## config.mk

```make
export PLATFORM = sky130hd
export DESIGN_NAME = json_string_unescaper_core
export DESIGN_NICKNAME = d
export VERILOG_FILES = /design/src/hdl/jsu_pkg.sv /design/src/hdl/jsu_step.sv /design/src/hdl/json_string_unescaper_core.sv
export SDC_FILE = /design/constraint.sdc
export NUM_CORES = 1
export LEC_CHECK = 0
export BUFFER_PORTS_ARGS = -buffer_cell sky130_fd_sc_hd__clkbuf_2
export CORE_UTILIZATION = 50
export CTS_CLUSTER_DIAMETER = 100
export DETAILED_ROUTE_END_ITERATION = 10
export PLACE_DENSITY = 0.67
export SETUP_SLACK_MARGIN = 0.4
export SYNTH_ARGS = -nofsm -noshare
export SYNTH_HDL_FRONTEND = slang
export SYNTH_HIERARCHICAL = 1
export SYNTH_SLANG_ARGS = --single-unit
```

## constraint.sdc

```tcl
create_clock -name clk_i -period 6.5 [get_ports clk_i]
set_clock_uncertainty 0.15 [all_clocks]
set_input_delay 1.3 -clock clk_i [delete_from_list [all_inputs] [get_ports clk_i]]
set_output_delay 1.3 -clock clk_i [all_outputs]
set_load 0.1 [all_outputs]
```

## src/hdl/jsu_pkg.sv

```systemverilog
// Package for the JSON string unescaper: shared types and constants.
// Used by jsu_step, json_string_unescaper_core, the checker and the testbench; depends on nothing.
`default_nettype none

package jsu_pkg;

  // Decoder phase, one-hot.
  typedef enum logic [5:0] {
    PH_PLAIN   = 6'b000001,
    PH_ESC     = 6'b000010,
    PH_HEX1    = 6'b000100,
    PH_WANT_BS = 6'b001000,
    PH_WANT_U  = 6'b010000,
    PH_HEX2    = 6'b100000
  } phase_e;

  typedef enum logic [2:0] {
    KIND_DATA    = 3'd0,
    KIND_END     = 3'd1,
    KIND_BADHEX  = 3'd2,
    KIND_BADSUR  = 3'd3,
    KIND_BADCP   = 3'd4,
    KIND_NOQUOTE = 3'd5
  } kind_e;

  localparam int unsigned MaxResults = 4;

  typedef struct packed {
    phase_e      phase;
    logic [1:0]  digit_count;
    logic [15:0] first_unit;
    logic [15:0] second_unit;
  } state_t;

  localparam state_t StateReset = '{
    phase:       PH_PLAIN,
    digit_count: 2'd0,
    first_unit:  16'h0000,
    second_unit: 16'h0000
  };

  // Results of one input byte. Every result before the last one is data;
  // the last one carries kind.
  typedef struct packed {
    logic [2:0]       count;
    logic [3:0][7:0]  bytes;
    kind_e            kind;
  } step_res_t;

  localparam logic [7:0] ChrNul   = 8'h00;
  localparam logic [7:0] ChrQuote = 8'h22;
  localparam logic [7:0] ChrSlash = 8'h2F;
  localparam logic [7:0] ChrBslash = 8'h5C;
  localparam logic [7:0] ChrB     = 8'h62;
  localparam logic [7:0] ChrF     = 8'h66;
  localparam logic [7:0] ChrN     = 8'h6E;
  localparam logic [7:0] ChrR     = 8'h72;
  localparam logic [7:0] ChrT     = 8'h74;
  localparam logic [7:0] ChrU     = 8'h75;

endpackage

`default_nettype wire

```

## src/hdl/jsu_step.sv

```systemverilog
// Combinational next-state and result logic for one string byte.
// Depends on jsu_pkg.
`default_nettype none

module jsu_step (
  input  var jsu_pkg::state_t    cur_i,
  input  wire logic [7:0]        byte_i,
  output var jsu_pkg::state_t    nxt_o,
  output var jsu_pkg::step_res_t res_o
);

  // Bit 4 is set for a valid hex digit.
  function automatic logic [4:0] hex_digit(input logic [7:0] c);
    logic [4:0] r;
    r = 5'd0;
    if (c >= 8'h30 && c <= 8'h39) r = {1'b1, 4'(c - 8'h30)};
    else if (c >= 8'h61 && c <= 8'h66) r = {1'b1, 4'(c - 8'h57)};
    else if (c >= 8'h41 && c <= 8'h46) r = {1'b1, 4'(c - 8'h37)};
    return r;
  endfunction

  function automatic jsu_pkg::step_res_t utf8(input logic [20:0] cp);
    jsu_pkg::step_res_t r;
    r.count = 3'd0;
    r.bytes = '0;
    r.kind  = jsu_pkg::KIND_DATA;
    if (cp < 21'h80) begin
      r.count    = 3'd1;
      r.bytes[0] = cp[7:0];
    end else if (cp < 21'h800) begin
      r.count    = 3'd2;
      r.bytes[0] = {3'b110, cp[10:6]};
      r.bytes[1] = {2'b10, cp[5:0]};
    end else if (cp[20:11] == 10'b0000011011) begin
      // Codepoint in the surrogate range D800..DFFF.
      r.count = 3'd1;
      r.kind  = jsu_pkg::KIND_BADCP;
    end else if (cp < 21'h10000) begin
      r.count    = 3'd3;
      r.bytes[0] = {4'b1110, cp[15:12]};
      r.bytes[1] = {2'b10, cp[11:6]};
      r.bytes[2] = {2'b10, cp[5:0]};
    end else if (cp < 21'h110000) begin
      r.count    = 3'd4;
      r.bytes[0] = {5'b11110, cp[20:18]};
      r.bytes[1] = {2'b10, cp[17:12]};
      r.bytes[2] = {2'b10, cp[11:6]};
      r.bytes[3] = {2'b10, cp[5:0]};
    end else begin
      r.count = 3'd1;
      r.kind  = jsu_pkg::KIND_BADCP;
    end
    return r;
  endfunction

  logic [4:0]  hex;
  logic [15:0] unit1;
  logic [15:0] unit2;
  logic [20:0] pair_cp;

  assign hex     = hex_digit(byte_i);
  assign unit1   = {cur_i.first_unit[11:0], hex[3:0]};
  assign unit2   = {cur_i.second_unit[11:0], hex[3:0]};
  // High unit is 110110xx_xxxxxxxx and low unit 110111xx_xxxxxxxx here.
  assign pair_cp = 21'h10000 + {1'b0, cur_i.first_unit[9:0], unit2[9:0]};

  always_comb begin
    nxt_o       = cur_i;
    res_o.count = 3'd0;
    res_o.bytes = '0;
    res_o.kind  = jsu_pkg::KIND_DATA;
    case (cur_i.phase)
      jsu_pkg::PH_ESC: begin
        nxt_o.phase = jsu_pkg::PH_PLAIN;
        case (byte_i)
          jsu_pkg::ChrBslash, jsu_pkg::ChrSlash, jsu_pkg::ChrQuote: begin
            res_o.count    = 3'd1;
            res_o.bytes[0] = byte_i;
          end
          jsu_pkg::ChrB: begin
            res_o.count    = 3'd1;
            res_o.bytes[0] = 8'h08;
          end
          jsu_pkg::ChrF: begin
            res_o.count    = 3'd1;
            res_o.bytes[0] = 8'h0C;
          end
          jsu_pkg::ChrN: begin
            res_o.count    = 3'd1;
            res_o.bytes[0] = 8'h0A;
          end
          jsu_pkg::ChrR: begin
            res_o.count    = 3'd1;
            res_o.bytes[0] = 8'h0D;
          end
          jsu_pkg::ChrT: begin
            res_o.count    = 3'd1;
            res_o.bytes[0] = 8'h09;
          end
          jsu_pkg::ChrU: begin
            nxt_o.phase       = jsu_pkg::PH_HEX1;
            nxt_o.digit_count = 2'd0;
            nxt_o.first_unit  = 16'h0000;
          end
          default: begin
            // Unknown escape: the backslash goes out, then the byte is
            // treated as plain text. A backslash cannot reach this arm.
            res_o.bytes[0] = jsu_pkg::ChrBslash;
            res_o.count    = 3'd2;
            if (byte_i == jsu_pkg::ChrNul) begin
              res_o.kind = jsu_pkg::KIND_NOQUOTE;
              nxt_o      = jsu_pkg::StateReset;
            end else if (byte_i == jsu_pkg::ChrQuote) begin
              res_o.kind = jsu_pkg::KIND_END;
              nxt_o      = jsu_pkg::StateReset;
            end else begin
              res_o.bytes[1] = byte_i;
            end
          end
        endcase
      end
      jsu_pkg::PH_HEX1: begin
        if (!hex[4]) begin
          res_o.count = 3'd1;
          res_o.kind  = jsu_pkg::KIND_BADHEX;
          nxt_o       = jsu_pkg::StateReset;
        end else if (cur_i.digit_count != 2'd3) begin
          nxt_o.first_unit  = unit1;
          nxt_o.digit_count = cur_i.digit_count + 2'd1;
        end else if (unit1[15:10] == 6'b110110) begin
          nxt_o.first_unit  = unit1;
          nxt_o.digit_count = 2'd0;
          nxt_o.phase       = jsu_pkg::PH_WANT_BS;
        end else begin
          res_o = utf8({5'd0, unit1});
          nxt_o = jsu_pkg::StateReset;
        end
      end
      jsu_pkg::PH_WANT_BS: begin
        if (byte_i != jsu_pkg::ChrBslash) begin
          res_o.count = 3'd1;
          res_o.kind  = jsu_pkg::KIND_BADSUR;
          nxt_o       = jsu_pkg::StateReset;
        end else begin
          nxt_o.phase = jsu_pkg::PH_WANT_U;
        end
      end
      jsu_pkg::PH_WANT_U: begin
        if (byte_i != jsu_pkg::ChrU) begin
          res_o.count = 3'd1;
          res_o.kind  = jsu_pkg::KIND_BADSUR;
          nxt_o       = jsu_pkg::StateReset;
        end else begin
          nxt_o.phase       = jsu_pkg::PH_HEX2;
          nxt_o.digit_count = 2'd0;
          nxt_o.second_unit = 16'h0000;
        end
      end
      jsu_pkg::PH_HEX2: begin
        if (!hex[4]) begin
          res_o.count = 3'd1;
          res_o.kind  = jsu_pkg::KIND_BADSUR;
          nxt_o       = jsu_pkg::StateReset;
        end else if (cur_i.digit_count != 2'd3) begin
          nxt_o.second_unit = unit2;
          nxt_o.digit_count = cur_i.digit_count + 2'd1;
        end else if (unit2[15:10] != 6'b110111) begin
          res_o.count = 3'd1;
          res_o.kind  = jsu_pkg::KIND_BADSUR;
          nxt_o       = jsu_pkg::StateReset;
        end else begin
          res_o = utf8(pair_cp);
          nxt_o = jsu_pkg::StateReset;
        end
      end
      default: begin
        nxt_o.phase = jsu_pkg::PH_PLAIN;
        if (byte_i == jsu_pkg::ChrNul) begin
          res_o.count = 3'd1;
          res_o.kind  = jsu_pkg::KIND_NOQUOTE;
          nxt_o       = jsu_pkg::StateReset;
        end else if (byte_i == jsu_pkg::ChrQuote) begin
          res_o.count = 3'd1;
          res_o.kind  = jsu_pkg::KIND_END;
          nxt_o       = jsu_pkg::StateReset;
        end else if (byte_i == jsu_pkg::ChrBslash) begin
          nxt_o.phase = jsu_pkg::PH_ESC;
        end else begin
          res_o.count    = 3'd1;
          res_o.bytes[0] = byte_i;
        end
      end
    endcase
  end

endmodule

`default_nettype wire

```

## src/hdl/json_string_unescaper_core.sv

```systemverilog
// Top level of the JSON string unescaper: decoder state and result buffer.
// Depends on jsu_pkg and jsu_step.
//
//   Channel | Direction | Handshake                | Payload
//   --------+-----------+--------------------------+----------------------------------
//   in      | input     | in_valid_i / in_stall_o  | in_byte_i
//   out     | output    | out_valid_o / out_stall_i| out_byte_o, out_kind_o, out_last_o
//
// An accepted byte is decoded in the same cycle and its 0 to 4 results are
// loaded into the result buffer; the first is offered in the next cycle.
// A byte that yields one result lets the next byte in every cycle unless the
// output stalls. A byte with more results holds the input while the buffer
// drains until its last result leaves, and an output stall holds it further.
// Reset returns the decoder to plain text with an empty buffer.
`default_nettype none

module json_string_unescaper_core (
  input  wire logic       clk_i,
  input  wire logic       rst_ni,
  input  wire logic       in_valid_i,
  output var  logic       in_stall_o,
  input  wire logic [7:0] in_byte_i,
  output var  logic       out_valid_o,
  input  wire logic       out_stall_i,
  output var  logic [7:0] out_byte_o,
  output var  logic [2:0] out_kind_o,
  output var  logic       out_last_o
);

  jsu_pkg::state_t    state_q, state_d;
  jsu_pkg::step_res_t step_res;

  logic [2:0]      res_cnt_q, res_cnt_d;
  logic [3:0][7:0] res_byte_q, res_byte_d;
  jsu_pkg::kind_e  res_kind_q, res_kind_d;

  logic in_acc;
  logic out_pop;

  jsu_step u_step (
    .cur_i  (state_q),
    .byte_i (in_byte_i),
    .nxt_o  (state_d),
    .res_o  (step_res)
  );

  assign out_valid_o = (res_cnt_q != 3'd0);
  assign out_last_o  = (res_cnt_q == 3'd1);
  assign out_byte_o  = res_byte_q[0];
  assign out_kind_o  = out_last_o ? res_kind_q : jsu_pkg::KIND_DATA;
  assign out_pop     = out_valid_o && !out_stall_i;

  // A new byte may enter when the buffer is empty or its last result leaves now.
  assign in_stall_o = (res_cnt_q > 3'd1) || (out_last_o && out_stall_i);
  assign in_acc     = in_valid_i && !in_stall_o;

  always_comb begin
    res_cnt_d  = res_cnt_q;
    res_byte_d = res_byte_q;
    res_kind_d = res_kind_q;
    if (in_acc) begin
      res_cnt_d  = step_res.count;
      res_byte_d = step_res.bytes;
      res_kind_d = step_res.kind;
    end else if (out_pop) begin
      res_cnt_d  = res_cnt_q - 3'd1;
      res_byte_d = {8'h00, res_byte_q[3:1]};
    end
  end

  always_ff @(posedge clk_i or negedge rst_ni) begin
    if (!rst_ni) begin
      state_q   <= jsu_pkg::StateReset;
      res_cnt_q <= 3'd0;
    end else begin
      if (in_acc) state_q <= state_d;
      res_cnt_q <= res_cnt_d;
    end
  end

  always_ff @(posedge clk_i) begin
    res_byte_q <= res_byte_d;
    res_kind_q <= res_kind_d;
  end

  a_cnt_range : assert property (@(posedge clk_i) disable iff (!rst_ni)
    res_cnt_q <= 3'(jsu_pkg::MaxResults))
    else $error("result count above maximum");

  a_accept_drained : assert property (@(posedge clk_i) disable iff (!rst_ni)
    in_acc |-> (res_cnt_q == 3'd0) || (res_cnt_q == 3'd1 && !out_stall_i))
    else $error("byte accepted while results were still pending");

  a_results_follow : assert property (@(posedge clk_i) disable iff (!rst_ni)
    in_acc && step_res.count != 3'd0 |=> out_valid_o && out_byte_o == $past(step_res.bytes[0]))
    else $error("results of an accepted byte did not appear");

  a_status_last : assert property (@(posedge clk_i) disable iff (!rst_ni)
    out_valid_o && out_kind_o != jsu_pkg::KIND_DATA |-> out_last_o && out_byte_o == 8'h00)
    else $error("status result is not a final zero-byte transaction");

endmodule

`default_nettype wire

```

==> impl_metrics.ini, run 1 <==
[final_layout]
fill_cells = 971
drive_gt1_share_pct = 20.31
fin_nets = 605
fin_area_um2 = 5714
diodes = 0
synthToLayoutAreaGrowth_pct = 3.866

[floorplan]
die_h_um = 106.9
die_width_um = 106.9
start_util_pct = 52.35
coreArea_um2 = 10510
die_area_um2 = 11430
fp-row-count = 37
ios = 26

[worst_setup_path]
slowest_stage = a21oi_1
crit_family = compound AO/OA/AOI/OAI gates
cpPeakStageDelay_ns = 0.94
crit_chain = clkbuf_2 -> inv_1 -> ha_1 -> clkinv_1 -> o311a_1 -> a21oi_1 -> nor2_1 -> a311oi_1 -> o211ai_1 -> mux2_2
r2r_cells = 8
crit_path_end_kind = flop
startpoint_type = primary input
arrival_ns = 4.17
path_buf_inv = 3
crit_cells = 10
cp_data_required_time_ns = 6.48
crit_type = primary input to flop
path_max_fanout = 13

[routing]
vias_per_cell = 6.699
drc = 0
drt_wl_total_um = 16230
vias = 4837
drtPass1Iterations = 5
antenna_left = 0
drt_iter0_drc = 541
wl_per_cell_um = 22.48

[timing]
worst_slew_pin_slew_ns = 1.206
min_period_ns = 4.188
relSlewSlack_pct = 18.98
post-route-period-util_pct = 64.44
hold_viol = 0
rsz0062_at_grt = no
clock.fmax_mhz = 238.8
tns_ns = 0
setup_viol = 0
drv_slew = 0

[yosys]
syn_inst = 589
syn_area_per_cell_um2 = 9.340
synthesis.area_um2 = 5502
yosysWarnings = 6

[placed_design]
port_buffers = 25
place_congestion = 0.9761
postPlaceCellArea_um2 = 5540
hpwl_um = 11630

[pwr]
vdd_drop_max_uv = 313.1
powerDensity_nw_per_um2 = 290.9
power.total_w = 0.001662
p_leak_nw = 2.252

[clock_tree]
htreeDepth = 3
clock_latency_ns = 0.38
cts_setup_buffers = 0
holdBufCountCts = 0
ctsRootBufferMaster = clkbuf_8
path_clk_slew_ns = 0.08
clock_sinks = 70
numCtsBuffers = 9
cts_tree = built
cts_resized = 0
clock_path_buffers = 2

[outcome]
status = finished clean

[worst_hold_path]
hold_path_class = flop to flop
worstHoldPathCells = 1

[grt]
grt_antenna_before_repair = 0
grt_pass1_wl_um = 25790
grt_max_degree = 46
grt_pass1_vias = 4633
grt_overflow = 0
grt_util_all_layers_pct = 30.07

[flow_run]
drv_cap = 0
cells in the final DEF, fill, tap and decap left out, types with 12 or more instances in the layout:
master / n
clkbuf_2: 25
and2_1: 18
nand3_1: 17
o21ai_1: 15
nor3_1: 16
ha_1: 12
a21oi_1: 25
a22o_1: 20
mux2_2: 53
edfxtp_1: 35
o21ai_0: 20
dfrtp_1: 34
nor2_1: 39
nand2_1: 39
inv_1: 20
worst paths after layout:
check / startpoint / endpoint / slack [ns]
min in group asynchronous: rst_ni / state_q[35] / 0.88
max: in_byte_i[0] / out_byte_o[2] / 2.31
max reg2reg: state_q[23] / res_byte_q[21] / 2.87
min reg2reg: state_q[10] / state_q[10] / 0.39
min: state_q[10] / state_q[10] / 0.39
max in group asynchronous: rst_ni / state_q[3] / 4.73
through the flow:
stage / cells / utilization, % / setup WS, ns / hold slack [ns]
6_report: 722 / 54.38 / 2.312 / 0.3879
5_1_grt: 722 / 54.38 / 2.161 / 0.4146
4_1_cts: 722 / 54.38 / 2.403 / 0.3896
3_5_place_dp: 706 / 52.72 / 2.003 / 0.3712
3_3_place_gp: 706 / 52.72 / 2.023 / 0.3621
2_1_floorplan: 590 / - / 2.287 / 0.3251
power by group:
group          switching (W)  internal (W)  leakage, nW
sequential         0.0000408      0.000615        0.829
clock               0.000187      0.000139       0.0832
combinational       0.000508      0.000172         1.34
area by class of cell:
type	count	area (um^2)	area share, %
clock buffer	9	123.9	2.168
clock inverter	7	50.05	0.8758
inverter	24	92.59	1.620
multi-input combinational	449	3209	56.16
sequential	70	1928	33.74
tap	136	170.2	2.978
timing repair buffer	27	140.1	2.452
registers in the layout (all words and copies together), names as in the netlist:
signal,cells
res_kind_q,3
state_q,32
res_byte_q,24
res_cnt_q,3
out_byte_o,8
per-layer routing:
| layer | share of wire (%) | track usage, % | up-vias |
|---|---|---|---|
| met4 | 3.2 | 13.89 | 0 |
| met1 | 44 | 40.12 | 2350 |
| met2 | 45 | 46.91 | 250 |
| met3 | 7.5 | 5.957 | 35 |
| li1 | - | - | 2202 |
| met5 | 0 | 0 | - |
No activity file was read; power rests on OpenSTA's default activity.
==> run 2, diff against run 1 <==
==> constraint.sdc (replaced) <==
create_clock -name clk_i -period 4 [get_ports clk_i]
set_clock_uncertainty 0.15 [all_clocks]
set_input_delay 0.8 -clock clk_i [delete_from_list [all_inputs] [get_ports clk_i]]
set_output_delay 0.8 -clock clk_i [all_outputs]
set_load 0.1 [all_outputs]
==> impl_metrics.ini, run 2 (synthesis results as in run 1) <==
[timing]
layout_setup_ws_ns = 0.7549
relSlewSlack_pct = 39.99
clock.fmax_mhz = 308.2
rsz0062_at_grt = no
worst_slew_pin_slew_ns = 0.8968
min_period_ns = 3.245
setup_viol = 0
hold_viol = 0
drv_slew = 0
post-route-period-util_pct = 81.13
tns_ns = 0

[routing]
drt_iter0_drc = 509
drtPass1Iterations = 6
drc = 0
antenna_left = 0
wl_per_cell_um = 21.63
vias = 4880
drt_wl_total_um = 15990
vias_per_cell = 6.604

[clock_tree]
clock_sinks = 70
path_clk_slew_ns = 0.08
clock_path_buffers = 2
cts_tree = built
htreeDepth = 3
ctsRootBufferMaster = clkbuf_8
clock_latency_ns = 0.37
numCtsBuffers = 9
holdBufCountCts = 0

[grt]
grt_util_all_layers_pct = 29.40
grt_pass1_wl_um = 25320
grt_max_degree = 46
grt_pass1_vias = 4529
grt_antenna_before_repair = 0
grt_overflow = 0

[worst_setup_path]
startpoint_type = primary input
crit_path_end_kind = flop
arrival_ns = 3.21
cp_data_required_time_ns = 3.97
crit_type = primary input to flop
path_max_fanout = 13

[final_layout]
drive_gt1_share_pct = 22.89
largest_reg_flops = 32
final_cell_mix = 53 x mux2_2, 39 x nor2_1, 39 x nand2_1, 35 x edfxtp_1, 33 x dfrtp_1
fin_util_pct = 56.08
fin_area_um2 = 5893
synthToLayoutAreaGrowth_pct = 7.118
fin_nets = 622
diodes = 0
final_common_cell = mux2_2
top_register = state_q

[floorplan]
die_h_um = 106.9
die_width_um = 106.9
die_area_um2 = 11430
start_util_pct = 52.35
fp-row-count = 37
coreArea_um2 = 10510
ios = 26

[pwr]
p_leak_nw = 2.360
powerDensity_nw_per_um2 = 479.7
vdd_drop_max_uv = 498.3

[flow_run]
drv_cap = 0

[placed_design]
postPlaceCellArea_um2 = 5668
hpwl_um = 11490
port_buffers = 25
place_congestion = 0.9579
pre_cts_slack_ns = 0.2700

[worst_hold_path]
hold_path_class = primary input to asynchronous set/reset pin

[outcome]
status = finished clean
[run 2: per-stage QoR]
stage                     power [W]  instances  hold WS (ns)
final                      0.002827        739        0.3872
after detailed placement   0.002198        723        0.3772
after global routing       0.002945        739        0.4183
after global placement     0.002172        723        0.3628
after CTS                  0.002850        739        0.3946
after floorplan            0.002083        590        0.3251
[run 2: final timing paths]
kind	depth (start not counted)	startpoint	slack, ns	end
worst max-delay path	10	in_byte_i[0]	0.75	res_byte_q[10]
worst min-delay path	1	rst_ni	0.39	state_q[36]
worst max register to register	8	state_q[22]	0.76	res_byte_q[8]
worst min register to register	1	state_q[8]	0.39	state_q[8]
max in group asynchronous	1	rst_ni	2.69	state_q[22]
min in group clk_i	1	state_q[8]	0.39	state_q[8]
[run 2: area by class of cell]
cell class	instances	area (um^2)
tap	136	170.2
multi-input combinational	449	3214
sequential	70	1929
clock buffer	9	123.9
timing repair buffer	44	267.8
clock inverter	7	95.09
fill	961	4616
inverter	24	92.59
[run 2: routing by layer]
layer	share of wire (%)	wire length (um)	vias up	track usage, %
met4	2.3	369	0	10.08
met5	0	0	-	0
met1	43	6952	2351	40.32
met2	46	7317	254	45.44
met3	8.4	1346	33	6.869
li1	-	-	2242	-
[run 2: worst max-delay path, stage by stage]
cell and delay, ns:
clkbuf_2 0.16, inv_1 0.16, ha_1 0.27, nand2b_1 0.12, a2111oi_2 0.42, nor4_1 0.17, and2_1 0.35, a222oi_1 0.40
nand2_1 0.08, mux2_2 0.27
[run 2: power breakdown]
group / switching (W) / leakage, nW / internal [W]
registers: 0.0000692 / 0.827 / 0.00100
clock network: 0.000292 / 0.112 / 0.000353
logic: 0.000829 / 1.42 / 0.000284
total: 0.00119 / 2.36 / 0.00164
[run 2: repair_timing]
action	CTS	global route
endpoints found under the setup margin	0	2
endpoints found under the hold margin	0	0
buffers inserted	0	0
resized for setup	0	2
==> run 3, diff against run 2 <==
--- a/config.mk
+++ b/config.mk
@@ -5,11 +5,12 @@
 export SDC_FILE = /design/constraint.sdc
 export NUM_CORES = 1
 export LEC_CHECK = 0
+export ABC_AREA = 1
 export BUFFER_PORTS_ARGS = -buffer_cell sky130_fd_sc_hd__clkbuf_2
 export CORE_UTILIZATION = 50
 export CTS_CLUSTER_DIAMETER = 100
 export DETAILED_ROUTE_END_ITERATION = 10
-export PLACE_DENSITY = 0.67
+export PLACE_DENSITY = 0.69
 export SETUP_SLACK_MARGIN = 0.4
 export SYNTH_ARGS = -nofsm -noshare
 export SYNTH_HDL_FRONTEND = slang
==> constraint.sdc (replaced) <==
create_clock -name clk_i -period 2.73 [get_ports clk_i]
set_clock_uncertainty 0.15 [all_clocks]
set_input_delay 0.546 -clock clk_i [delete_from_list [all_inputs] [get_ports clk_i]]
set_output_delay 0.546 -clock clk_i [all_outputs]
set_load 0.1 [all_outputs]
==> impl_metrics.ini, run 3 <==
[grt]
grt_util_all_layers_pct = 31.89
grt_pass1_wl_um = 31330
grt_max_degree = 43
grt_pass1_vias = 6035
use_met2_pct = 50.31
top_usage_layer = met2
grtUsageMet1_pct = 42.77
grt_overflow = 0
grtUsageMet3_pct = 5.570
grt_antenna_before_repair = 0

[floorplan]
die_width_um = 113.2
ios = 26
die_h_um = 113.2
coreArea_um2 = 12010
start_util_pct = 51.43
die_area_um2 = 12800
fp-row-count = 40

[final_layout]
top_register = state_q
drive_gt1_share_pct = 26.60
final_common_cell = nand2_1
fin_cells = 1192
fin_area_um2 = 7606
final_cell_mix = 373 x nand2_1, 89 x nand3_1, 81 x inv_1, 81 x buf_4, 70 x nor2_1
synthToLayoutAreaGrowth_pct = 23.13
largest_reg_flops = 32
diodes = 0
fin_nets = 1064

[pwr]
p_leak_nw = 3.785
power.total_w = 0.007300
powerDensity_nw_per_um2 = 959.8
vdd_drop_max_uv = 476.9

[worst_setup_path]
crit_path_end_kind = flop
crit_path_end = res_byte_q[15]
arrival_ns = 2.31
crit_type = flop to flop
path_max_fanout = 6
worstSetupStartpoint = state_q[22]
startpoint_type = flop
cp_data_required_time_ns = 2.69
r2r_start = state_q[22]
r2r-end = res_byte_q[15]
r2r_slack_ns = 0.37
r2r_cells = 12

[placed_design]
hpwl_um = 14370
postPlaceCellArea_um2 = 6570
port_buffers = 25
place_congestion = 1.012
pre_cts_slack_ns = -0.07561
place_inst = 1135

[clock_tree]
cts_tree = built
clock_latency_ns = 0.35
clock_sinks = 70
path_clk_slew_ns = 0.07
numCtsBuffers = 9
clock_path_buffers = 2
htreeDepth = 3
ctsRootBufferMaster = clkbuf_16

[routing]
drtPass1Iterations = 5
vias = 6584
vias_per_cell = 5.523
antenna_left = 0
wl_per_cell_um = 16.85
drt_iter0_drc = 694
drc = 0
drt_wl_total_um = 20080

[timing]
setup_viol = 0
min_period_ns = 2.355
drv_slew = 0
relSlewSlack_pct = 38.53
rsz0062_at_grt = yes
clock.fmax_mhz = 424.6
hold_viol = 0
tns_ns = 0
worst_slew_pin_slew_ns = 0.9220
post-route-period-util_pct = 86.27
layout_setup_ws_ns = 0.3748

[outcome]
status = finished clean

[yosys]
yosysWarnings = 6
syn_inst = 959
syn_area_per_cell_um2 = 6.441
synthesis.area_um2 = 6177

[flow_run]
drv_cap = 0

[worst_hold_path]
hold_path_class = primary input to asynchronous set/reset pin
run 3: cell types whose count changed in the layout (fill, tap and decap cells not counted), sizes merged, moves of 58 or more:
cell	change
nor2	+62
mux2	-58
inv	+90
nand3	+87
nand2	+371
buf	+72
run 3: worst min-delay path by stage:
stage / from / endpoint / depth (start not counted)
after global routing: rst_ni / state_q[1] / 1
after detailed placement: state_q[8] / state_q[8] / 2
after global placement: state_q[8] / state_q[8] / 2
after floorplan: rst_ni / res_cnt_q[0] / 0
after CTS: rst_ni / state_q[36] / 1
final: rst_ni / state_q[36] / 1
run 3: cell type report:
class,instances,area [um^2]
Clock buffer,9,225.2
Timing Repair Buffer,112,885.9
Sequential cell,70,1937
Clock inverter,7,61.31
Inverter,112,445.4
Multi-Input combinational cell,735,3867
Tap cell,147,183.9
Fill cell,1121,4405
run 3: stage by stage:
stage	util, %	hold WS, ns
2_1_floorplan	-	0.1004
3_3_place_gp	54.70	0.3131
3_5_place_dp	54.70	0.3236
4_1_cts	59.09	0.2019
5_1_grt	63.32	0.2684
6_report	63.32	0.1761
run 3: repair_timing:
action                     in CTS  in global routing
cloned                          0                  0
pin swaps                       7                 33
setup endpoints to repair      36                 65
hold buffers                    0                  0
setup buffers                  13                 28
resized for setup              39                 93
run 3: worst max-delay path, cell delays in order, from the launching register on:
cell and delay [ns]:
dfrtp_2 0.45, inv_2 0.10, ha_4 0.21, inv_4 0.06
nand3_4 0.09, nor2_4 0.18, nand4_4 0.16, inv_4 0.14
nor2_4 0.08, a22oi_2 0.23, o21ai_2 0.11, nand2_1 0.08
nand2_1 0.06
run 3: power by group:
group	switching (W)	internal [W]
logic	0.00296	0.00133
clock network	0.000540	0.000635
registers	0.000276	0.00157
run 3: layer usage:
| layer | share of wire (%) | vias up |
|---|---|---|
| met2 | 45 | 295 |
| met5 | 0 | - |
| met3 | 7.5 | 71 |
| li1 | - | 3208 |
| met1 | 43 | 3010 |
| met4 | 4.3 | 0 |
